==> config.mk <==
export PLATFORM = sky130hd
export DESIGN_NAME = pkdb_keyproc
export DESIGN_NICKNAME = d
export VERILOG_FILES = /design/src/design/per_key_event_debouncer_top_assert.svh /design/src/design/pkdb_pkg.sv /design/src/design/pkdb_keyproc.sv
export SDC_FILE = /design/constraint.sdc
export NUM_CORES = 1
export LEC_CHECK = 0
export ABC_AREA = 1
export BUFFER_PORTS_ARGS = -buffer_cell sky130_fd_sc_hd__buf_2
export CAP_MARGIN = 0
export CORE_AREA = 5 5 115 117
export DETAILED_ROUTE_END_ITERATION = 8
export DIE_AREA = 0 0 120 122
export PLACE_DENSITY = 0.57
export REMOVE_ABC_BUFFERS = 1
export SYNTH_ARGS = -nofsm -noshare
export SYNTH_HDL_FRONTEND = slang
export SYNTH_SLANG_ARGS = --single-unit
==> constraint.sdc <==
create_clock -name vclk -period 3.9
set_input_delay 0.585 -clock vclk [all_inputs]
set_output_delay 0.585 -clock vclk [all_outputs]
set_load 0.005 [all_outputs]
==> src/design/per_key_event_debouncer_top_assert.svh <==
// assertion macros shared by the debouncer rtl
`ifndef PER_KEY_EVENT_DEBOUNCER_TOP_ASSERT_SVH
`define PER_KEY_EVENT_DEBOUNCER_TOP_ASSERT_SVH

// same-cycle implication, checked outside reset
`define PKDB_ASSERT_NOW(label, clk, rst, ante, cons, msg) \
   label: assert property (@(posedge clk) disable iff (rst) (ante) |-> (cons)) \
      else $error(msg);

// next-cycle implication, checked outside reset
`define PKDB_ASSERT_NEXT(label, clk, rst, ante, cons, msg) \
   label: assert property (@(posedge clk) disable iff (rst) (ante) |=> (cons)) \
      else $error(msg);

`endif

==> src/design/pkdb_pkg.sv <==
// types, constants and codes of the per-key event debouncer
`timescale 1ns / 1ps
package pkdb_pkg;

   localparam int KEY_COUNT = 256;
   localparam int KEY_BITS  = $clog2(KEY_COUNT);
   localparam int CNT_BITS  = KEY_BITS + 1;
   localparam int TIME_BITS = 32;
   localparam int WIN_BITS  = 14;

   localparam logic [WIN_BITS-1:0] WIN_RESET = 14'd15;

   localparam logic [KEY_BITS-1:0] CODE_VOL_LO = 8'd113;
   localparam logic [KEY_BITS-1:0] CODE_VOL_HI = 8'd115;

   localparam logic       REQ_KEY      = 1'b0;
   localparam logic       REQ_TICK     = 1'b1;
   localparam logic [1:0] VAL_RELEASE  = 2'd0;
   localparam logic [1:0] VAL_PRESS    = 2'd1;
   localparam logic [1:0] VAL_REPEAT   = 2'd2;
   localparam logic [1:0] VAL_RESERVED = 2'd3;

   // one key's stored state
   typedef struct packed {
      logic [TIME_BITS-1:0] wend;
      logic                 wvalid;
      logic                 pending;
      logic                 bounce;
   } entry_type;

   localparam int ENTRY_BITS = $bits(entry_type);

   // outcome of evaluating one key entry
   typedef struct packed {
      entry_type  entry;
      logic       write;
      logic       flush;
      logic [1:0] n;
      logic [1:0] val0;
      logic [1:0] val1;
   } upd_type;

endpackage

==> src/design/pkdb_keyproc.sv <==
// read-modify-write logic for one key entry, for the tick sweep and for key events
`timescale 1ns / 1ps
module pkdb_keyproc (
   input  logic                          sweep,
   input  pkdb_pkg::entry_type           ent,
   input  logic [pkdb_pkg::TIME_BITS-1:0] time_now,
   input  logic [pkdb_pkg::WIN_BITS-1:0]  window_ms,
   input  logic [pkdb_pkg::KEY_BITS-1:0]  code,
   input  logic [1:0]                     value,
   input  logic                           flush_taken,
   output pkdb_pkg::upd_type              upd
);
   import pkdb_pkg::*;

   logic [TIME_BITS-1:0] ahead;
   logic                 inwin;
   logic                 expired;
   logic                 vol;
   logic                 push;
   logic [1:0]           push_val;
   upd_type              o;

   // wrap-aware: end strictly after now, within half the range
   assign ahead   = ent.wend - time_now;
   assign inwin   = ent.wvalid && (ahead != '0) && !ahead[TIME_BITS-1];
   assign expired = ent.pending && !inwin;
   assign vol     = code inside {[CODE_VOL_LO:CODE_VOL_HI]};

   always_comb begin
      o          = '0;
      o.entry    = ent;
      o.val0     = VAL_RELEASE;
      o.val1     = VAL_RELEASE;
      push       = 1'b0;
      push_val   = value;
      if (sweep) begin
         o.write        = 1'b1;
         o.entry.wvalid = ent.wvalid && inwin;
         if (expired && !flush_taken) begin
            o.entry.pending = 1'b0;
            o.entry.bounce  = 1'b0;
            o.flush         = 1'b1;
         end
      end else if (vol) begin
         push = (value != VAL_RESERVED);
      end else begin
         o.write = 1'b1;
         // delayed release that ran out goes first
         if (expired) begin
            o.entry.pending = 1'b0;
            o.entry.bounce  = 1'b0;
            o.n             = 2'd1;
         end
         case (value)
            VAL_PRESS: begin
               if (inwin) begin
                  o.entry.bounce  = 1'b1;
                  o.entry.pending = 1'b0;
               end else begin
                  o.entry.wend   = time_now + TIME_BITS'(window_ms);
                  o.entry.wvalid = 1'b1;
                  o.entry.bounce = 1'b0;
                  push           = 1'b1;
               end
            end
            VAL_RELEASE: begin
               if (inwin) begin
                  if (!o.entry.bounce) begin
                     o.entry.pending = 1'b1;
                  end
               end else begin
                  push = 1'b1;
               end
            end
            VAL_REPEAT: begin
               push = 1'b1;
            end
            default: begin
               push = 1'b0;
            end
         endcase
      end
      if (push) begin
         if (o.n == 2'd0) begin
            o.val0 = push_val;
         end else begin
            o.val1 = push_val;
         end
         o.n = o.n + 2'd1;
      end
   end

   assign upd = o;

endmodule

==> flow_summary.toml <==
[outcome]
outcome = "complete, no violations"

[pwr]
p_int_uw = 321
leakagePower_nw = 3.37
sw_frac_of_total_pct = 58.6
power_frac_seq_pct = 0
p_sw_uw = 453
p_comb_share_pct = 100.0
powerDensity_nw_per_um2 = 139
ir_worst_vdd_uv = 63.7
fin_total_pwr_uw = 774
clkPwrFrac_pct = 0

[yosys]
syn_inst = 826
ys_types = 35
ys_warn_count = 0
avgSynthCellArea_sq_um = 5.01
synthesis.area_sq_um = 4140
yosysSeqAreaShare_pct = 0

[place]
post-dp-hpwl_mm = 12.0
port_buffers = 136
dpl-instance-area_sq_um = 5160
place.gp.congestion = 0.895

[timing]
tns_ns = 0
relSlewSlack_pct = 54.2
grt_setup_unrepaired = "yes"
slew_viol_final = 0
timing.fmax_mhz = 258
fin_crit_sh_pct = 99.4
fin_crit_ns = 3.88
finalSetupViolations = 0
worst_hold_slack_ns = 1.44
finalHoldViolations = 0
worst_pin_slew_ns = 0.680

[final_layout]
finalNetCount = 1130
syn_to_final_growth_pct = 34.2
seq_area_sq_um = 0
fillers = 1389
fin_area_sq_um = 5560
fin_util_pct = 45.3
clockBufferCount = 0
drive_gt1_share_pct = 25.8
nFlopsAndLatches = 0
antenna_cells = 0

[worst_setup_path]
end_kind = "primary output"
path_class = "in -> out"
crit_arrival_ns = 3.29
cp-start-kind = "primary input"
required_ns = 3.31
path_max_fanout = 10

[global_routing]
grt_usage_pct = 17.4
antenna_found_initial = 0
grt_pass1_vias = 4899
grt_overflow_total = 0
grt_max_degree = 39
grt_pass1_wl_mm = 22.1

[route]
drt_pass1_iterations = 5
wirelength_mm = 14.3
vias_per_cell = 4.74
via_count = 5392
ant_nets = 0
wl_per_cell_microns = 12.6
drtIter0Drc = 200
remaining_drc_errors = 0

[clock_network]
cts_hold_buf = 0

[min_path]
hold_path.class = "in -> out"
worstHoldPathCells = 4
min_to = "upd[11]"
hold_path.startpoint = "ent[3]"

[floorplan]
die_h_microns = 122
initial_utilization_pct = 33.8
io_pins = 136
core_area_sq_um = 12300
die-area_sq_um = 14600
num_rows = 41
die_w_microns = 120

[job]
drv_cap = 0
timing repair:
item | 4_1_cts | 5_1_grt
gates cloned | 0 | 6
pin swaps | 1 | 2
gates resized for setup | 2 | 66
setup buffers | 0 | 3
setup endpoints to repair | 23 | 41
metrics by stage:
stage / cells / setup slack (ns)
6_report: 1137 / 0.0221
2_1_floorplan: 817 / -0.168
3_3_place_gp: 1128 / -0.0421
4_1_cts: 1128 / -0.00490
3_5_place_dp: 1128 / -0.0436
5_1_grt: 1137 / -0.194
worst max path at each step:
stage | start | end | depth (start not counted)
global route | ent[3] | upd[22] | 24
detailed placement | ent[3] | upd[4] | 24
floorplan | ent[3] | upd[14] | 20
CTS | ent[3] | upd[4] | 24
global placement | ent[3] | upd[4] | 24
finish | time_now[22] | upd[26] | 21
logic make-up (layout without fill, tap and decap cells):
| group | after synthesis | count (layout) | share of synthesized area (%) |
|---|---|---|---|
| adder cells (fa/ha/maj) | 48 | 48 | 14.9 |
| buffers and inverters | 183 | 344 | 17.5 |
| AO/OA/AOI/OAI | 86 | 86 | 12.3 |
| XOR/XNOR | 36 | 36 | 7.61 |
| AND/OR/NAND/NOR | 473 | 473 | 47.7 |
synth_stat cells, drive strengths merged:
master	instances	area, sq um
a21boi	2	15.0
nor2	73	277
a22oi	1	7.51
a31oi	1	6.26
or2	2	12.5
o21bai	2	15.0
xor2	25	219
a211oi	1	7.51
nand4	19	119
nor3	17	90.1
fa	2	40.0
a21oi	42	210
nor4	6	37.5
xnor2	11	96.3
o21a	2	15.0
buf	6	61.3
ha	46	576
a21o	2	15.0
o21ai	33	218
nand3	50	265
nor3b	1	7.51
inv	174	653
nand2	303	1150
nand3b	2	15.0
clkbuf	3	11.3
metal layers:
metal  track usage [%]  vias to the layer above  share of wire [%]
met4              2.22                        0                2.1
met3              1.49                       21                5.7
met5                 0                        -                  0
met2              31.5                      154                 48
li1                  -                     2900                  -
met1              23.2                     2317                 44
worst max-delay path, stage by stage:
cell and delay, ns:
buf_2 0.11, inv_1 0.07, ha_1 0.40, nand2_1 0.15, nor2_1 0.20, inv_1 0.09, nor3_2 0.14, nand3_1 0.13
nand4_1 0.11, nand2_1 0.06, nor2_1 0.08, nand2_1 0.06, nor2_2 0.13, nand3_2 0.14, nand2_4 0.11, nand3_4 0.11
buf_12 0.19, clkbuf_16 0.17, nand2_1 0.07, o21ai_2 0.05, buf_2 0.13
layout by cell type, fill, tap and decap left out, drive strengths merged:
| cell | count |
|---|---|
| clkbuf | 4 |
| a21oi | 42 |
| o21a | 2 |
| nor4 | 6 |
| nor2 | 73 |
| nor3 | 17 |
| ha | 46 |
| inv | 174 |
| nand2 | 303 |
| a31oi | 1 |
| o21ai | 33 |
| buf | 166 |
| o21bai | 2 |
| a22oi | 1 |
| nand4 | 19 |
| a211oi | 1 |
| nand3 | 50 |
| or2 | 2 |
| a21boi | 2 |
| fa | 2 |
| xnor2 | 11 |
| a21o | 2 |
| nor3b | 1 |
| nand3b | 2 |
| xor2 | 25 |
cell type report:
type	count	area, sq um	area share, %
inverters	174	656	11.8
multi-input cells	643	3630	65.2
well taps	150	188	3.38
repair buffers	170	1090	19.6
power by group through the flow:
| stage | sequential (mW) | combinational, mW | clock [mW] |
|---|---|---|---|
| final | 0 | 0.774 | 0 |
| after global routing | 0 | 0.875 | 0 |
| after CTS | 0 | 0.714 | 0 |
| after detailed placement | 0 | 0.709 | 0 |
| after global placement | 0 | 0.711 | 0 |
| after floorplan | 0 | 0.463 | 0 |
(Power assumes the default switching activity.)
