==> config.mk <==
export PLATFORM = sky130hd
export DESIGN_NAME = pkdb_ram
export DESIGN_NICKNAME = d
export VERILOG_FILES = /design/src/design/per_key_event_debouncer_top_assert.svh /design/src/design/pkdb_ram.sv
export SDC_FILE = /design/constraint.sdc
export NUM_CORES = 1
export LEC_CHECK = 0
export BUFFER_PORTS_ARGS = -buffer_cell sky130_fd_sc_hd__buf_2
export CORE_MARGIN = 2
export CORE_UTILIZATION = 35
export CTS_CLUSTER_DIAMETER = 150
export DETAILED_ROUTE_END_ITERATION = 8
export GPL_ROUTABILITY_DRIVEN = 0
export PLACE_DENSITY_LB_ADDON = 0.2
export REMOVE_ABC_BUFFERS = 1
export SKIP_LAST_GASP = 1
export SLEW_MARGIN = 0
export SYNTH_ARGS = -nofsm -noshare
export SYNTH_HDL_FRONTEND = slang
export SYNTH_SLANG_ARGS = --single-unit
==> constraint.sdc <==
create_clock -name clock -period 2 [get_ports clock]
set_input_delay 0.1 -clock clock [delete_from_list [all_inputs] [get_ports clock]]
set_output_delay 0.1 -clock clock [all_outputs]
set_load 0.05 [all_outputs]
==> src/design/per_key_event_debouncer_top_assert.svh <==
// assertion macros shared by the debouncer rtl
`ifndef PER_KEY_EVENT_DEBOUNCER_TOP_ASSERT_SVH
`define PER_KEY_EVENT_DEBOUNCER_TOP_ASSERT_SVH

// same-cycle implication, checked outside reset
`define PKDB_ASSERT_NOW(label, clk, rst, ante, cons, msg) \
   label: assert property (@(posedge clk) disable iff (rst) (ante) |-> (cons)) \
      else $error(msg);

// next-cycle implication, checked outside reset
`define PKDB_ASSERT_NEXT(label, clk, rst, ante, cons, msg) \
   label: assert property (@(posedge clk) disable iff (rst) (ante) |=> (cons)) \
      else $error(msg);

`endif

==> src/design/pkdb_ram.sv <==
// generic single-port-write, single-port-read ram with registered read
`timescale 1ns / 1ps
module pkdb_ram #(
   parameter int WIDTH = 8,
   parameter int DEPTH = 16
) (
   input  logic                     clock,
   input  logic                     wr_en,
   input  logic [$clog2(DEPTH)-1:0] wr_addr,
   input  logic [WIDTH-1:0]         wr_data,
   input  logic                     rd_en,
   input  logic [$clog2(DEPTH)-1:0] rd_addr,
   output logic [WIDTH-1:0]         rd_data
);

   logic [WIDTH-1:0] mem [DEPTH];

   always_ff @(posedge clock) begin
      if (wr_en) begin
         mem[wr_addr] <= wr_data;
      end
      if (rd_en) begin
         rd_data <= mem[rd_addr];
      end
   end

endmodule

==> flow_summary_export.csv, run 1 <==
group,metric,value,unit
cts,cts_resized,0,
routing,drcViolationCount,0,
global_routing,grt_antenna_before_repair,1,
final_layout,seqCellArea,4080,um2
floorplanning,initial_core_util,35.8,%
final_layout,syn_to_final_growth,19.7,%
global_routing,grt_usage,14.4,%
floorplanning,coreArea,14600,um2
final_layout,multi_input_area,1060,um2
floorplanning,rows,44,
cts,cts.clk_slew.worst_paths,0.06,ns
logic_synthesis,yosys-top-cells-area,"edfxtp_1, mux4_2, mux4_1",
setup_path,end_kind,"flop",
setup_path,cp_top_family,"multiplexers",
setup_path,critPathMaxStageDelay,0.52,ns
sta,setup_tns,0,ns
global_routing,grt_pass1_vias,2585,
run_status,outcome,"finished, final reports clean",
pwr,leakage,2.11,nW
sta,rsz0062_at_grt,"no",
worst_hold_path,worstHoldPathType,"input pin to flop",
sta,period_share,74.0,%
final_layout,drive_above_1_share,30.9,%
cts,cts_hold_buf,0,
routing,wl_per_cell,21.6,um
global_routing,grt_pass1_wl,16000,um
sta,finClkSkew,0.00677,ns
logic_synthesis,ys.flop_type,"edfxtp_1",
logic_synthesis,yosysSeqAreaShare,78.1,%
sta,max-slew-margin-rel,52.8,%
sta,slew_violations,0,
pwr,p_total,6.59,mW
cts,numCtsBuffers,17,
pwr,powerDensity,1050,nW/um2
setup_path,worstSetupPathType,"flop to flop",
cts,clkLatencyLatePin,0.41,ns
cts,cts_sinks,136,
placement,portBuffers,26,
cts,cts_tree,"yes",
setup_path,start_kind,"flop",
global_routing,grt_max_degree,33,
setup_path,crit_path_max_fanout,1,
routing,vias,2449,
logic_synthesis,avgSynthCellArea,22.8,um2
cts,cts-root-buf,"clkbuf_16",
final_layout,diodes,0,
sta,worst_slack,0.521,ns
logic_synthesis,async_flop_share,0,%
placement,dpl_worst_slack,0.280,ns
logic_synthesis,synth_edf_count,136,
floorplanning,fp.dieH,126,um
floorplanning,dieArea,15900,um2
floorplanning,ios,27,
cts,cts_setup_buffers,0,
sta,post-route-min-period,1.48,ns
logic_synthesis,synth_warnings,0,
job,maxCapViolCount,0,
final_layout,fin_util,42.9,%
sta,finalHoldViolCount,0,
logic_synthesis,synth_top_cell_by_area,"edfxtp_1",
logic_synthesis,syn_area,5230,um2
final_layout,n_fill_cell,1254,
sta,worst_slew_pin_slew,0.706,ns
sta,clock.fmax,0.676,GHz
routing,final_antenna_net_count,0,
logic_synthesis,synth_seq_cells,136,
routing,vias_per_cell,5.08,
setup_path,crit_chain,"mux4_1, a22oi_1, nand2_1",
routing,drt-initial-drc-count,161,
logic_synthesis,yosys-top-cells-count,"edfxtp_1, mux4_2, a22oi_1",
final_layout,nNetsFinal,304,
setup_path,required,2.16,ns
logic_synthesis,ys_types,18,
routing,drtPass1Iterations,4,
floorplanning,die_w,126,um
logic_synthesis,synthCells,229,
pwr,vdd_drop_max,0.654,mV
routing,finalWirelength,10400,um
placement,post-dp-hpwl,6700,um
cts,htree_levels,4,
logic_synthesis,post-synth-top-count-cell,"edfxtp_1",
sta,setup_viol,0,
cts,cts_buffer_depth,2,
setup_path,critical_path_buf_inv_count,0,
global_routing,grt.overflow.total,0,
logic_synthesis,synth.top_cell.area_share,78.1,%
setup_path,cpMaxStageDelayCell,"mux4_1",
setup_path,arrival,1.64,ns
[path summary, 6_finish.rpt]
check | from | end | slack (ns) | cells after the start
setup / recovery | mem[9][3]$_DFFE_PP_ | rd_data[3]$_DFFE_PP_ | 0.52 | 3
setup reg to reg | mem[9][3]$_DFFE_PP_ | rd_data[3]$_DFFE_PP_ | 0.52 | 3
hold reg to reg | mem[4][3]$_DFFE_PP_ | rd_data[3]$_DFFE_PP_ | 0.75 | 3
hold / removal | rd_en | rd_data[6]$_DFFE_PP_ | 0.06 | 1
[worst register-to-register path, delay by kind of cell, from the launching register on]
| kind | cells | cell delay (ns) |
|---|---|---|
| flip-flops | 1 | 0.37 |
| multiplexers | 1 | 0.52 |
| AND/OR/NAND/NOR | 1 | 0.07 |
| AO/OA/AOI/OAI | 1 | 0.26 |
[logic make-up after synthesis]
kind of cell	Yosys count	synth area share [%]
DFF	136	78.1
and+or+nand+nor	35	3.14
muxes	32	14.8
AOI/OAI and AO/OA	16	2.30
buffers and inverters	10	1.65
[metrics by stage]
step,instance area [um2],hold slack [ns],cells
detailed placement,5680,0.486,450
finish,6260,0.0599,482
global placement,5680,0.487,450
global route,6260,0.0454,482
CTS,6260,0.0422,482
floorplan,5140,0.199,219
[state kept, by name (all words and copies together), names as in the netlist]
name / flops
rd_data: 8
mem: 128
[layout make-up]
class	instances	share of cell area (%)
flip-flops and latches	136	65.3
multi-input cells	83	16.9
clock buffers	22	7.10
repair buffers	47	5.00
well taps	184	3.68
clock inverters	10	2.04
[power breakdown]
part	switching [mW]	internal (mW)	total [mW]
clock	1.08	1.94	3.02
sequential	0.0175	3.21	3.23
combinational	0.213	0.128	0.341
[layer usage]
layer / part of all wire [%] / track usage, % / vias to the layer above
li1: - / - / 1099
met1: 45 / 19.1 / 1270
met2: 47 / 21.9 / 69
met3: 6.4 / 5.01 / 11
met4: 1.1 / 5.43 / 0
met5: 0 / 0 / -
[layout by cell type, fill, tap and decap left out]
cell type    n
bufinv_16    3
edfxtp_1   136
clkbuf_16   17
clkinv_2     5
buf_4       19
nand3_1      1
clkinv_4     1
nor3_1       4
nand2_1      9
mux4_2      18
nand2b_1     2
buf_12       2
nor2_1      13
clkbuf_1     5
nand3b_1     2
clkinv_1     1
nor2b_1      1
and2_1       1
buf_2       26
and2b_1      1
mux4_1      14
or3b_2       1
a22oi_1     16
(Power assumes the default switching activity.)
==> run 2, diff against run 1 <==
- clock period: 2 -> 1.4 ns (I/O delays scaled with it)
==> run 2 against run 1 <==
  * Clock-buffer cell count shrank 3
  * Register-to-register slack got worse by 0.55 ns
  * Wire length rose by 0.16%
  * The flow now finishes with violations (setup timing)
  * Largest cell class unchanged
  * Clock power rose by 42%
  * Critical path depth stayed put
  * Final area increased by 1.8%
  * Global-route usage shrank 0.14 points
  * Clock skew is essentially flat
  * Sequential power grew 43%
==> flow_summary_export.csv, run 2 (synthesized netlist as in run 1, its figures left out) <==
group,metric,value,unit
final_layout,nNetsFinal,310,
global_routing,grt_antenna_before_repair,0,
cts,htree_levels,4,
global_routing,grt_max_degree,25,
cts,clkLatencyLatePin,0.41,ns
sta,post-route-min-period,1.43,ns
final_layout,final_common_cell,"edfxtp_1",
final_layout,diodes,0,
worst_hold_path,hold_end,"rd_data[4]$_DFFE_PP_",
sta,slew_violations,0,
cts,cts_tree,"yes",
sta,worst_slew_pin_slew,0.999,ns
global_routing,grt_pass1_wl,16000,um
setup_path,arrival,1.58,ns
placement,post-dp-hpwl,6750,um
floorplanning,fp.dieH,126,um
placement,portBuffers,26,
floorplanning,die_w,126,um
final_layout,final_cell_mix,"edfxtp_1, mux4_2, buf_2",
setup_path,r2r-start,"mem[9][5]$_DFFE_PP_",
setup_path,r2r_cells,3,
cts,cts.clk_slew.worst_paths,0.06,ns
pwr,leakage,2.10,nW
routing,drcViolationCount,0,
sta,max-slew-margin-rel,33.2,%
routing,drt-initial-drc-count,191,
final_layout,syn_to_final_growth,21.9,%
routing,wl_per_cell,21.3,um
setup_path,crit_path_max_fanout,1,
cts,numCtsBuffers,17,
floorplanning,coreArea,14600,um2
routing,drtPass1Iterations,4,
worst_hold_path,worstHoldStart,"rd_en",
sta,worst_slack,-0.0342,ns
floorplanning,rows,44,
routing,final_antenna_net_count,0,
sta,rsz0062_at_grt,"yes",
global_routing,grt_pass1_vias,2653,
floorplanning,initial_core_util,35.8,%
worst_hold_path,whs_path_depth,1,
final_layout,largest_register,"mem",
pwr,vdd_drop_max,0.839,mV
worst_hold_path,worstHoldPathType,"input pin to flop",
cts,cts_buffer_depth,2,
floorplanning,dieArea,15900,um2
sta,finalHoldViolCount,0,
cts,cts_sinks,136,
final_layout,largest_reg_flops,128,
global_routing,grt.overflow.total,0,
setup_path,required,1.55,ns
sta,clock.fmax,0.697,GHz
global_routing,grt_usage,14.2,%
setup_path,regToRegSetupSlack,-0.03,ns
final_layout,top_regs,"mem (128), rd_data (8)",
sta,finClkSkew,0.00663,ns
sta,setup_tns,-0.0542,ns
routing,vias_per_cell,5.08,
pwr,powerDensity,1480,nW/um2
run_status,failed_checks,"setup timing",
sta,setup_viol,2,
floorplanning,ios,27,
pwr,p_total,9.44,mW
routing,vias,2477,
job,maxCapViolCount,0,
final_layout,drive_above_1_share,39.1,%
cts,cts-root-buf,"clkbuf_16",
sta,period_share,102,%
routing,finalWirelength,10400,um
setup_path,worstSetupPathType,"flop to flop",
run_status,outcome,"complete, but fails checks",
setup_path,regToRegEndpoint,"rd_data[5]$_DFFE_PP_",
setup_path,start_kind,"flop",
setup_path,end_kind,"flop",
==> run 2: changes by cell type in the layout (fill, tap and decap cells not counted), sizes merged <==
cell / change
clkinv: +1
buf: +6
clkinvlp: +2
clkbuf: -3
==> run 2: final cells by class <==
class	instances	area (um2)
Timing Repair Buffer	53	395
Sequential cell	136	4080
Clock inverter	13	135
Tap cell	184	230
Clock buffer	19	433
Multi-Input combinational cell	83	1090
Fill cell	1249	8220
==> run 2: what timing repair did <==
action,CTS,global route
hold buffers,0,0
endpoints found under the setup margin,8,7
endpoints found under the hold margin,0,0
resized for setup,15,10
pin swaps,6,8
buffers inserted,0,0
==> run 2: worst max-delay path by stage <==
| stage | from | end | slack, ns | depth (start not counted) |
|---|---|---|---|---|
| after detailed placement | rd_addr[0] | rd_data[6]$_DFFE_PP_ | -0.35 | 6 |
| after global routing | mem[9][5]$_DFFE_PP_ | rd_data[5]$_DFFE_PP_ | -0.07 | 3 |
| final | mem[9][5]$_DFFE_PP_ | rd_data[5]$_DFFE_PP_ | -0.03 | 3 |
| after floorplan | wr_addr[2] | mem[0][0]$_DFFE_PP_ | -0.16 | 2 |
| after CTS | mem[8][5]$_DFFE_PP_ | rd_data[5]$_DFFE_PP_ | -0.04 | 3 |
| after global placement | rd_addr[0] | rd_data[6]$_DFFE_PP_ | -0.33 | 6 |
==> run 2: metal layers <==
metal / wire length [um] / global-route usage (%) / part of all wire [%]
met3: 477 / 3.99 / 4.6
met1: 4880 / 20.0 / 47
met4: 189 / 6.59 / 1.8
met5: 0 / 0 / 0
met2: 4870 / 20.7 / 47
==> run 2: through the flow <==
step | utilization (%) | worst slack (ns) | hold slack, ns | area [um2] | std cells
finish | 43.7 | -0.0342 | 0.0174 | 6370 | 488
floorplan | - | -0.163 | 0.169 | 5140 | 219
global placement | 39.5 | -0.330 | 0.453 | 5770 | 456
detailed placement | 39.5 | -0.350 | 0.447 | 5770 | 456
global route | 43.7 | -0.0666 | 0.00870 | 6370 | 488
CTS | 43.5 | -0.0380 | 0.00438 | 6350 | 488
==> run 2: critical path, stage by stage, from the launching register on <==
cell and delay [ns]:
edfxtp_1 0.37, mux4_2 0.48, a22oi_2 0.20, nand2_1 0.12
==> run 2: where the power goes <==
part	leakage [nW]	total [mW]	internal (mW)	switching, mW
Sequential	1.24	4.61	4.59	0.0226
Clock	0.267	4.28	2.74	1.53
Combinational	0.599	0.552	0.221	0.330
Total	2.10	9.44	7.56	1.89
